**src/pdf_pkg.sv**
```systemverilog
// Package for the Pareto dominance filter: widths, defaults, cell control
// struct and the dominance test used by every cell. No dependencies.
`default_nettype none

package pdf_pkg;

	localparam int COST_W          = 32;
	localparam int NUM_COST_FIELDS = 4;
	localparam int CFG_W           = 3;
	localparam int IDX_OUT_W       = 6;

	localparam logic [CFG_W-1:0] OBJ_RESET = 3'd3;

	localparam int MAX_POINTS_DEF     = 64;
	localparam int MAX_OBJECTIVES_DEF = 4;

	typedef logic [NUM_COST_FIELDS-1:0][COST_W-1:0] cost_vec_t;

	// broadcast to every cell
	typedef struct packed {
		logic accept;   // a word is stored this cycle; dropped words compare with nothing
		logic shift;    // drain: marks move one cell toward cell 0
		logic clear;    // drain done: population emptied
	} cell_ctrl_t;

	// a dominates b over the first n objectives
	function automatic logic dominates(cost_vec_t a, cost_vec_t b, logic [CFG_W-1:0] n);
		logic worse;
		logic strict;
		worse  = 1'b0;
		strict = 1'b0;
		for (int k = 0; k < NUM_COST_FIELDS; k++) begin
			if (CFG_W'(k) < n) begin
				if ($signed(b[k]) < $signed(a[k])) worse = 1'b1;
				if ($signed(a[k]) < $signed(b[k])) strict = 1'b1;
			end
		end
		return !worse && strict;
	endfunction

endpackage

`default_nettype wire

```
**src/pdf_cell.sv**
```systemverilog
// One stored point of the filter: its costs, valid bit and dominated mark.
// Depends on pdf_pkg. Marks chain to the lower neighbor while draining.
`default_nettype none

module pdf_cell #(
	parameter int NOBJ = 4
) (
	input  wire logic               clk,
	input  wire logic               arst_n,
	input  wire pdf_pkg::cell_ctrl_t ctrl,
	input  wire logic               load,
	input  wire pdf_pkg::cost_vec_t new_cost,
	input  wire logic [pdf_pkg::CFG_W-1:0] nobj,
	input  wire logic               new_mark,
	input  wire logic               mark_in,
	output logic                    valid,
	output logic                    mark,
	output logic                    dom_new
);
	import pdf_pkg::*;

	logic [NOBJ-1:0][COST_W-1:0] cost_q;
	logic      valid_q;
	logic      mark_q;
	cost_vec_t cost_full;
	logic      new_dom_me;

	// fields past NOBJ are never compared, pad them
	for (genvar k = 0; k < NUM_COST_FIELDS; k++) begin : g_pad
		if (k < NOBJ) begin : g_st
			assign cost_full[k] = cost_q[k];
		end else begin : g_zero
			assign cost_full[k] = '0;
		end
	end

	assign new_dom_me = valid_q && dominates(new_cost, cost_full, nobj);
	assign dom_new    = valid_q && dominates(cost_full, new_cost, nobj);

	always_ff @(posedge clk) begin
		if (load) begin
			cost_q <= new_cost[NOBJ-1:0];
		end
	end

	always_ff @(posedge clk or negedge arst_n) begin
		if (!arst_n) begin
			valid_q <= 1'b0;
			mark_q  <= 1'b0;
		end else begin
			if (ctrl.clear) begin
				valid_q <= 1'b0;
			end else if (load) begin
				valid_q <= 1'b1;
			end
			if (load) begin
				mark_q <= new_mark;
			end else if (ctrl.accept && new_dom_me) begin
				mark_q <= 1'b1;
			end else if (ctrl.shift) begin
				mark_q <= mark_in;
			end
		end
	end

	assign valid = valid_q;
	assign mark  = mark_q;

endmodule

`default_nettype wire

```
**config.mk**
```make
export PLATFORM = sky130hd
export DESIGN_NAME = pdf_cell
export DESIGN_NICKNAME = d
export VERILOG_FILES = /design/src/pdf_pkg.sv /design/src/pdf_cell.sv
export SDC_FILE = /design/constraint.sdc
export NUM_CORES = 1
export LEC_CHECK = 0
export ABC_AREA = 0
export BUFFER_PORTS_ARGS = -buffer_cell sky130_fd_sc_hd__buf_2
export CELL_PAD_IN_SITES_DETAIL_PLACEMENT = 1
export CELL_PAD_IN_SITES_GLOBAL_PLACEMENT = 1
export CORE_MARGIN = 3
export CORE_UTILIZATION = 40
export CTS_CLUSTER_DIAMETER = 40
export CTS_CLUSTER_SIZE = 30
export DETAILED_ROUTE_END_ITERATION = 10
export PLACE_DENSITY = 0.88
export SYNTH_ARGS = -nofsm -noshare
export SYNTH_HDL_FRONTEND = slang
export SYNTH_SLANG_ARGS = --single-unit
```
**constraint.sdc**
```tcl
create_clock -name clk -period 2.45 [get_ports clk]
set_input_delay 0.1225 -clock clk [delete_from_list [all_inputs] [get_ports clk]]
set_output_delay 0.1225 -clock clk [all_outputs]
set_load 0.005 [all_outputs]
```
=== Word level (Yosys, flattened, before mapping) ===
Index checks and enable logic that the tools add are counted.

* Bits of input ports: 139
* Register bits: 130
* Output and inout bits: 3

* Reduce and logical (&&, ||, !) cells: 9
* Multiplexer cells: 21
* $lt $le $gt $ge: 12

{| class="wikitable"
|+ Operators by type and width
! cell !! count
|-
| $lt A32 B32 Y1 || 8
|-
| $mux W1 || 21
|-
| $lt A1 B3 Y1 const A || 2
|-
| $lt A2 B3 Y1 const A || 2
|-
| $logic_and A1 B1 Y1 || 5
|-
| $reduce_bool A3 Y1 || 1
|-
| $logic_not A1 Y1 || 2
|-
| $reduce_bool A2 Y1 || 1
|}

=== Logic depth before layout (Yosys ltp) ===
Gate-level depths: netlist (run 1).

* Word-level depth: 15
* Mapped depth: 10
* Gate-level depth less buffers: 10

=== Worst setup path before layout (run 1) ===
Ideal clock, no wire load.

* Path type: reg-to-output
* Start: reg cost_q (netlist bit cost_full[17])
* End: out dom_new
* Required time: 2.328 ns
* Stages on the path, launching flop included: 10
* Arrival time: 2.287 ns
* Path buffers: 0
* Path slack: 0.041 ns
* Cells stage by stage: edfxtp_1 > ha_1 > a21o_1 > a221o_1 > a22oi_1 > nor4b_1 > o2111a_1 > nor3_1 > nor3_1 > and3_2

* Longest elaborated chain between the ends: 12
* Elaborated cells on any way between the ends: 21
* Classes of those cells: order compare (2); mux (16); reduce/logical (3)

{| class="wikitable"
|+ RTL lines
! item !! line !! RTL
|-
| start: declaration || pdf_cell.sv:22 || <nowiki>logic [NOBJ-1:0][COST_W-1:0] cost_q;</nowiki>
|-
| start signal: assignment || pdf_cell.sv:42 || <nowiki>cost_q <= new_cost[NOBJ-1:0];</nowiki>
|-
| $lt A32 B32 Y1 || pdf_pkg.sv:34 || <nowiki>if ($signed(b[k]) < $signed(a[k])) worse = 1'b1;</nowiki>
|-
| $mux W1 || pdf_pkg.sv:34 ||
|-
| $mux W1 || pdf_pkg.sv:33 || <nowiki>if (CFG_W'(k) < n) begin</nowiki>
|-
| $mux W1 || pdf_pkg.sv:34 ||
|-
| $mux W1 || pdf_pkg.sv:33 ||
|-
| $mux W1 || pdf_pkg.sv:34 ||
|-
| $mux W1 || pdf_pkg.sv:33 ||
|-
| $mux W1 || pdf_pkg.sv:34 ||
|-
| $mux W1 || pdf_pkg.sv:33 ||
|-
| $logic_not A1 Y1 || pdf_pkg.sv:38 || <nowiki>return !worse && strict;</nowiki>
|-
| $logic_and A1 B1 Y1 * || pdf_pkg.sv:38 ||
|-
| $logic_and A1 B1 Y1 * || pdf_cell.sv:38 || <nowiki>assign dom_new = valid_q && dominates(cost_full, new_cost, nobj);</nowiki>
|-
| end: declaration || pdf_cell.sv:18 || <nowiki>output logic dom_new</nowiki>
|}

Every way passes the cells marked *; elsewhere a longest branch is shown, timed or not.

=== Final worst setup path (run 1) ===
* Start: reg cost_q (netlist bit cost_full[81])
* End: out dom_new

* Longest elaborated chain between the ends: 8
* Elaborated cells on any way between the ends: 13
* Classes of those cells: order compare (2); mux (8); reduce/logical (3)

{| class="wikitable"
|+ RTL lines
! item !! line
|-
| $lt A32 B32 Y1 || pdf_pkg.sv:34
|-
| $mux W1 || pdf_pkg.sv:34
|-
| $mux W1 || pdf_pkg.sv:33
|-
| $mux W1 || pdf_pkg.sv:34
|-
| $mux W1 || pdf_pkg.sv:33
|-
| $logic_not A1 Y1 || pdf_pkg.sv:38
|-
| $logic_and A1 B1 Y1 * || pdf_pkg.sv:38
|-
| $logic_and A1 B1 Y1 * || pdf_cell.sv:38
|}

Marked as above.

==> results of run 1 <==
synthesized netlist by cell type (2+ instances only):
| master | count | area share |
|---|---|---|
| a211oi_1 | 5 | 0.0052 |
| a21boi_0 | 5 | 0.0052 |
| a21o_1 | 11 | 0.011 |
| a21oi_1 | 44 | 0.030 |
| a221o_1 | 4 | 0.0055 |
| a221oi_1 | 4 | 0.0048 |
| and4_1 | 3 | 0.0036 |
| dfrtp_1 | 2 | 0.0069 |
| edfxtp_1 | 128 | 0.53 |
| ha_1 | 128 | 0.22 |
| inv_1 | 132 | 0.068 |
| nand2_1 | 23 | 0.012 |
| nand3_1 | 15 | 0.010 |
| nand4_1 | 25 | 0.022 |
| nor2_1 | 10 | 0.0052 |
| nor2b_1 | 4 | 0.0035 |
| nor3_1 | 8 | 0.0055 |
| nor4_1 | 3 | 0.0026 |
| o211ai_1 | 5 | 0.0052 |
| o21ai_0 | 10 | 0.0069 |
| o22ai_1 | 5 | 0.0043 |
worst paths after layout:
check	endpoint	slack, ns
setup / recovery	dom_new	-0.68
hold / removal	valid$_DFFE_PN0P_	0.04
setup reg to reg	mark$_DFFE_PN0P_	-0.19
hold reg to reg	valid$_DFFE_PN0P_	0.67
max in group asynchronous	mark$_DFFE_PN0P_	2.28
min in group clk	mark$_DFFE_PN0P_	0.06
routing by layer:
metal / vias up / wire [um] / track usage
li1: 2875 / - / -
met1: 2992 / 8810 / 0.263
met2: 161 / 13900 / 0.502
met3: 57 / 917 / 0.0536
met4: 0 / 741 / 0.100
met5: - / 0 / 0
registers in the layout, indices dropped and copies added (netlist names):
| register | count |
|---|---|
| cost_full | 128 |
| valid | 1 |
| mark | 1 |
area by class of cell:
cell class / count / area (um^2) / share of cell area
Timing Repair Buffer: 318 / 2370 / 0.223
Tap cell: 225 / 282 / 0.0265
Antenna cell: 3 / 7.51 / 0.000705
Clock inverter: 12 / 118 / 0.0111
Clock buffer: 19 / 433 / 0.0407
Multi-Input combinational cell: 336 / 3040 / 0.286
Inverter: 132 / 495 / 0.0466
Sequential cell: 130 / 3890 / 0.366
power breakdown:
group	switching (W)	internal, W
clock network	0.000995	0.00148
logic	0.000616	0.000618
registers	0.0000732	0.00264
per-stage QoR:
step                      instance area, um^2  TNS (ns)  utilization
after CTS                               10600    -0.786        0.602
after floorplan                          7240         0            -
after global routing                    10600     -1.07        0.607
final                                   10600    -0.872        0.607
after detailed placement                 8550    -0.610        0.488
after global placement                   8550    -0.412        0.488
cell families (layout without fill, tap and decap cells):
group                    count (synthesis)  in the layout
AO/OA/AOI/OAI                          105            105
adder cells (fa/ha/maj)                128            128
buffers and inverters                  132            481
flip-flops                             130            130
multiplexers                             2              2
other                                    0              3
AND/OR/NAND/NOR                        101            101
timing repair:
item / 4_1_cts / 5_1_grt
pin swaps: 17 / 6
hold endpoints to repair: 132 / 0
endpoints found under the setup margin: 2 / 2
gates resized for setup: 21 / 9
hold buffers: 131 / 0
buffers inserted: 3 / 1
==> impl_metrics.tcl, run 1 <==
set metrics [dict create \
    num-fill-cells 1875 \
    hold_ws_ns 0.0369 \
    cts_buffers 17 \
    vias_per_cell 5.18 \
    path_buf_inv 1 \
    min_period_over_period 1.28 \
    worstMarginPinSlew_ns 0.744 \
    period_needed_ns 3.13 \
    htree_levels 4 \
    post-place-cells 1007 \
    slew_violations 0 \
    clock_skew_ns 0.0130 \
    io_buffers 141 \
    reg2regPathDepth 12 \
    power_density_nw_per_um2 603 \
    drc 0 \
    synth-edff-count 128 \
    synthMuxAreaShare 0.00294 \
    drive_gt1_frac 0.257 \
    antenna_found_initial 4 \
    cpPeakStageDelay_ns 0.45 \
    grt_use_total 0.256 \
    avgSynthCellArea_um2 12.1 \
    die_area_um2 19800 \
    via_count 6085 \
    synth_xor_xnor_area_share 0 \
    drt.antenna.violating_nets 0 \
    synthFlopType "edfxtp_1" \
    required_ns 2.33 \
    cts_tree "yes" \
    synthArstFlopShare 0.0154 \
    cp-startpoint "cost_full[81]$_DFFE_PP_" \
    synthAdderAreaFrac 0.221 \
    slew_headroom 0.504 \
    critPathCaptureType "primary output" \
    ys_types 45 \
    drt_pass1_iterations 4 \
    path_clk_slew_ns 0.06 \
    r2r_start "cost_full[28]$_DFFE_PP_" \
    cts_max_path_buffers 2 \
    routabilityCongestion 0.768 \
    setup.worst_path.start_class "flop" \
    grt.overflow.total 0 \
    cts-root-buf "clkbuf_16" \
    layout.cells.most_common "buf_2" \
    grt_max_degree 50 \
    fmax_mhz 319 \
    failed_checks "setup timing" \
    drt_iter0_drc 209 \
    finalHoldViolations 0 \
    fin_nets 1202 \
    synth_top_family_by_area "adder cells" \
    syn_area_um2 7240 \
    yosys.area_share.simple 0.0755 \
    path_delay_family "compound AO/OA/AOI/OAI gates" \
    clk_latency_ns 0.43 \
    power.total_w 0.00642 \
    dp_worst_setup_slack_ns -0.310 \
    crit_path_cell_trace "ha_1 > a21oi_1 > o21ai_0 > a221oi_1 > o22ai_1 > a211oi_2 > nor2_1 > nor3_2 > and3_4 > buf_6" \
    wl_per_cell_um 20.7 \
    cp_max_fo 2 \
    finalWorstSetupSlack_ns -0.680 \
    yosysWarnings 0 \
    crit_arrival_ns 3.01 \
    start_util 0.413 \
    max_cap_violations 0 \
    dieHeight_um 141 \
    design.core.area_um2 17500 \
    crit_type "flop to primary output" \
    first_global_vias 7315 \
    grt_pass1_wl_um 38800 \
    p_leak_nw 5.01 \
    area_growth_pct 46.9 \
    clock_sinks 130 \
    setup_violations 2 \
    hpwl_um 14100 \
    vdd_drop_max_mv 0.467 \
    cpMaxStageDelayCell "a221oi_1" \
    placement_rows 48 \
    dieWidth_um 141 \
    layout_common_cells "buf_2 (139), inv_1 (132), dlygate4sd3_1 (131), edfxtp_1 (128), ha_1 (122)" \
    pin_count 142 \
    status "finished with violations" \
    synth-compound-area-share 0.0943 \
    rsz0062_at_grt "yes" \
    min_path_type "input port to async pin" \
    final_cells 1175 \
    synth-seq-area-share 0.538 \
    syn_nets 865 \
    syn_inst 598 \
    critical_path_depth 10 \
    routed_wirelength_um 24400 \
    synth-seq-cells 130 \
]
Power figures use the tool's default switching activity.
==> run 2, diff against run 1 <==
- ABC_AREA: 0 -> 1
- CORE_UTILIZATION: 40 -> 39
- PLACE_DENSITY: 0.88 -> 0.87
==> run 2 against run 1 <==
The flow still finishes with violations (setup timing); first-iteration DRC count is 15% lower; critical path depth up 6; worst hold slack better by 0.0088 ns; combinational power rose by 7%; critical endpoint unchanged; highest routed layer is now met5.
==> impl_metrics.tcl, run 2 <==
set metrics [dict create \
    status "finished with violations" \
    failed_checks "setup timing" \
    layout_common_cells "inv_1 (160), buf_2 (140), dlygate4sd3_1 (132), edfxtp_1 (128), nand2_1 (115)" \
    synthAdderAreaFrac 0.213 \
    die_area_um2 21000 \
    fmax_mhz 367 \
    synth-compound-area-share 0.0633 \
    min_period_over_period 1.11 \
    cts_tree "yes" \
    drt.antenna.violating_nets 0 \
    cpMaxStageDelayCell "edfxtp_1" \
    placement_rows 50 \
    finalHoldViolations 0 \
    cts_max_path_buffers 2 \
    cts-root-buf "clkbuf_16" \
    antenna_found_initial 3 \
    required_ns 2.33 \
    yosys.area_share.simple 0.126 \
    fin_nets 1308 \
    area_growth_pct 46.7 \
    crit_path_cell_trace "ha_1 > nand2_4 > nor2_4 > nand2_2 > nor3_2 > nand2_1 > nand2_2 > nor2_4 > nand2_2 > nand2_2 > nand3_2 > nand2_2 > inv_2 > nand2_2 > nor3_2 > buf_2" \
    htree_levels 4 \
    layout.cells.most_common "inv_1" \
    first_global_vias 7184 \
    regToRegSetupSlack_ns 0.06 \
    slew_headroom 0.717 \
    path_clk_slew_ns 0.06 \
    synth_top_family_by_area "adder cells" \
    avgSynthCellArea_um2 10.2 \
    synth-seq-area-share 0.517 \
    synth_top_area_cell "edfxtp_1" \
    num-fill-cells 2043 \
    drive_gt1_frac 0.263 \
    vdd_drop_max_mv 0.480 \
    period_needed_ns 2.73 \
    via_count 6382 \
    routabilityCongestion 0.780 \
    clock_skew_ns 0.00584 \
    syn_inst 735 \
    grt_max_degree 60 \
    synthMuxAreaShare 0 \
    clk_latency_ns 0.41 \
    synthTopCellsByArea "edfxtp_1 (51%), ha_1 (21%), inv_1 (8.1%)" \
    dp_worst_setup_slack_ns 0.171 \
    min_path_type "input port to flop" \
    crit_path_frequent_cell "nand2_2" \
    synth-seq-cells 130 \
    grt.overflow.total 0 \
    synth_xor_xnor_area_share 0 \
    finalWorstSetupSlack_ns -0.277 \
    vias_per_cell 4.85 \
    path_delay_family "simple AND/OR/NAND/NOR gates" \
    dieWidth_um 145 \
    power.total_w 0.00645 \
    grt_use_total 0.208 \
    slew_violations 0 \
    drt_iter0_drc 178 \
    routed_wirelength_um 22500 \
    cp_max_fo 3 \
    p_leak_nw 5.27 \
    clock_sinks 130 \
    grt_pass1_wl_um 35400 \
    io_buffers 141 \
    start_util 0.400 \
    path_buf_inv 2 \
    yosysMostFrequentCell "inv_1" \
    crit_type "flop to primary output" \
    pin_count 142 \
    rsz0062_at_grt "yes" \
    design.core.area_um2 18800 \
    synthArstFlopShare 0.0154 \
    critPathCaptureType "primary output" \
    yosysWarnings 0 \
    wl_per_cell_um 17.1 \
    drc 0 \
    crit_arrival_ns 2.60 \
    fin_tns_setup_ns -0.277 \
    yosys-top-cells-count "inv_1 (163), nand2_1 (137), edfxtp_1 (128), ha_1 (128), a21oi_1 (65)" \
    synthFlopType "edfxtp_1" \
    netlist.area_leader.share 0.510 \
    setup.worst_path.start_class "flop" \
    syn_area_um2 7530 \
    hpwl_um 13400 \
    cts_buffers 17 \
    setup_violations 1 \
    worstMarginPinSlew_ns 0.424 \
    cpPeakStageDelay_ns 0.41 \
    power_density_nw_per_um2 584 \
    max_cap_violations 0 \
    largest_register_ff_count 128 \
    drt_pass1_iterations 4 \
    syn_nets 1002 \
    dieHeight_um 145 \
    ys_types 22 \
    synth-edff-count 128 \
]
-- run 2: cell types whose count changed in the layout (fill, tap and decap cells not counted), moves of 8 or more --
| cell | previous run | this run |
|---|---|---|
| nand4_1 | 25 | 7 |
| nor2_1 | 9 | 23 |
| ha_4 | 6 | 19 |
| buf_4 | 47 | 13 |
| a21oi_1 | 43 | 52 |
| a21oi_2 | 1 | 13 |
| nand2_2 | 0 | 24 |
| nand2_1 | 23 | 115 |
| nor2_2 | 1 | 12 |
| inv_1 | 132 | 160 |
| a21o_1 | 11 | 3 |
| ha_1 | 122 | 109 |
-- run 2: per-layer routing --
layer / vias up / track usage / routed length, um
met3: 44 / 0.0394 / 790
met4: 4 / 0.0751 / 524
met1: 3101 / 0.235 / 8660
met2: 153 / 0.389 / 12500
met5: - / 0 / 21
li1: 3080 / - / -
-- run 2: final timing paths --
check	start	end	cells past startpoint
worst max-delay path	cost_full[90]$_DFFE_PP_	dom_new	16
worst min-delay path	mark_in	mark$_DFFE_PN0P_	5
worst max register to register	cost_full[90]$_DFFE_PP_	mark$_DFFE_PN0P_	19
worst min register to register	mark$_DFFE_PN0P_	mark$_DFFE_PN0P_	2
max in group asynchronous	arst_n	valid$_DFFE_PN0P_	2
min in group asynchronous	arst_n	mark$_DFFE_PN0P_	2
-- run 2: final cells by class --
cell class / count / area (um^2) / area share
multi-input combinational: 442 / 3510 / 0.318
antenna: 1 / 2.50 / 0.000226
clock inverter: 14 / 115 / 0.0104
sequential: 130 / 3890 / 0.352
timing repair buffer: 287 / 2160 / 0.195
inverter: 163 / 612 / 0.0554
tap: 260 / 325 / 0.0294
clock buffer: 18 / 429 / 0.0388
-- run 2: kinds of logic (layout without fill, tap and decap cells) --
kind of cell | Yosys count | after routing
DFF | 130 | 130
adders and majority gates | 128 | 128
and+or+nand+nor | 224 | 224
AOI/OAI and AO/OA | 90 | 90
other | 0 | 1
buffers and inverters | 163 | 482
-- run 2: report_power, final --
group / internal (W) / switching [W] / total, W / leakage (nW)
combinational: 0.000631 / 0.000694 / 0.00132 / 3.73
clock: 0.00139 / 0.00102 / 0.00241 / 0.263
sequential: 0.00264 / 0.0000715 / 0.00271 / 1.28
-- run 2: timing repair --
item	CTS	global route
hold buffers	132	0
buffers inserted	5	7
pin swaps	14	42
setup endpoints to repair	1	2
endpoints found under the hold margin	132	0
gates resized for setup	27	70
-- run 2: worst register-to-register path, cell delays in order, from the launching register on --
cell and delay [ns]:
edfxtp_1 0.41, ha_1 0.37, nand2_4 0.08, nor2_4 0.11, nand2_2 0.10, nor3_2 0.21, nand2_1 0.13, nand2_2 0.12
nor2_4 0.05, nand2_2 0.07, nand2_2 0.05, nand3_2 0.06, nand2_2 0.06, inv_2 0.05, nand2_2 0.06, buf_4 0.13
nand3_2 0.06, nand3_2 0.05, nand2_1 0.06, nand2_1 0.05
-- run 2: metrics by stage --
step	utilization	hold WS [ns]	instance area, um^2	std cells
floorplan	-	-0.173	7530	735
global route	0.587	0.0490	11000	1315
global placement	0.457	-0.0902	8610	1138
detailed placement	0.457	-0.0896	8610	1138
CTS	0.566	0.00544	10700	1307
finish	0.587	0.0457	11000	1315
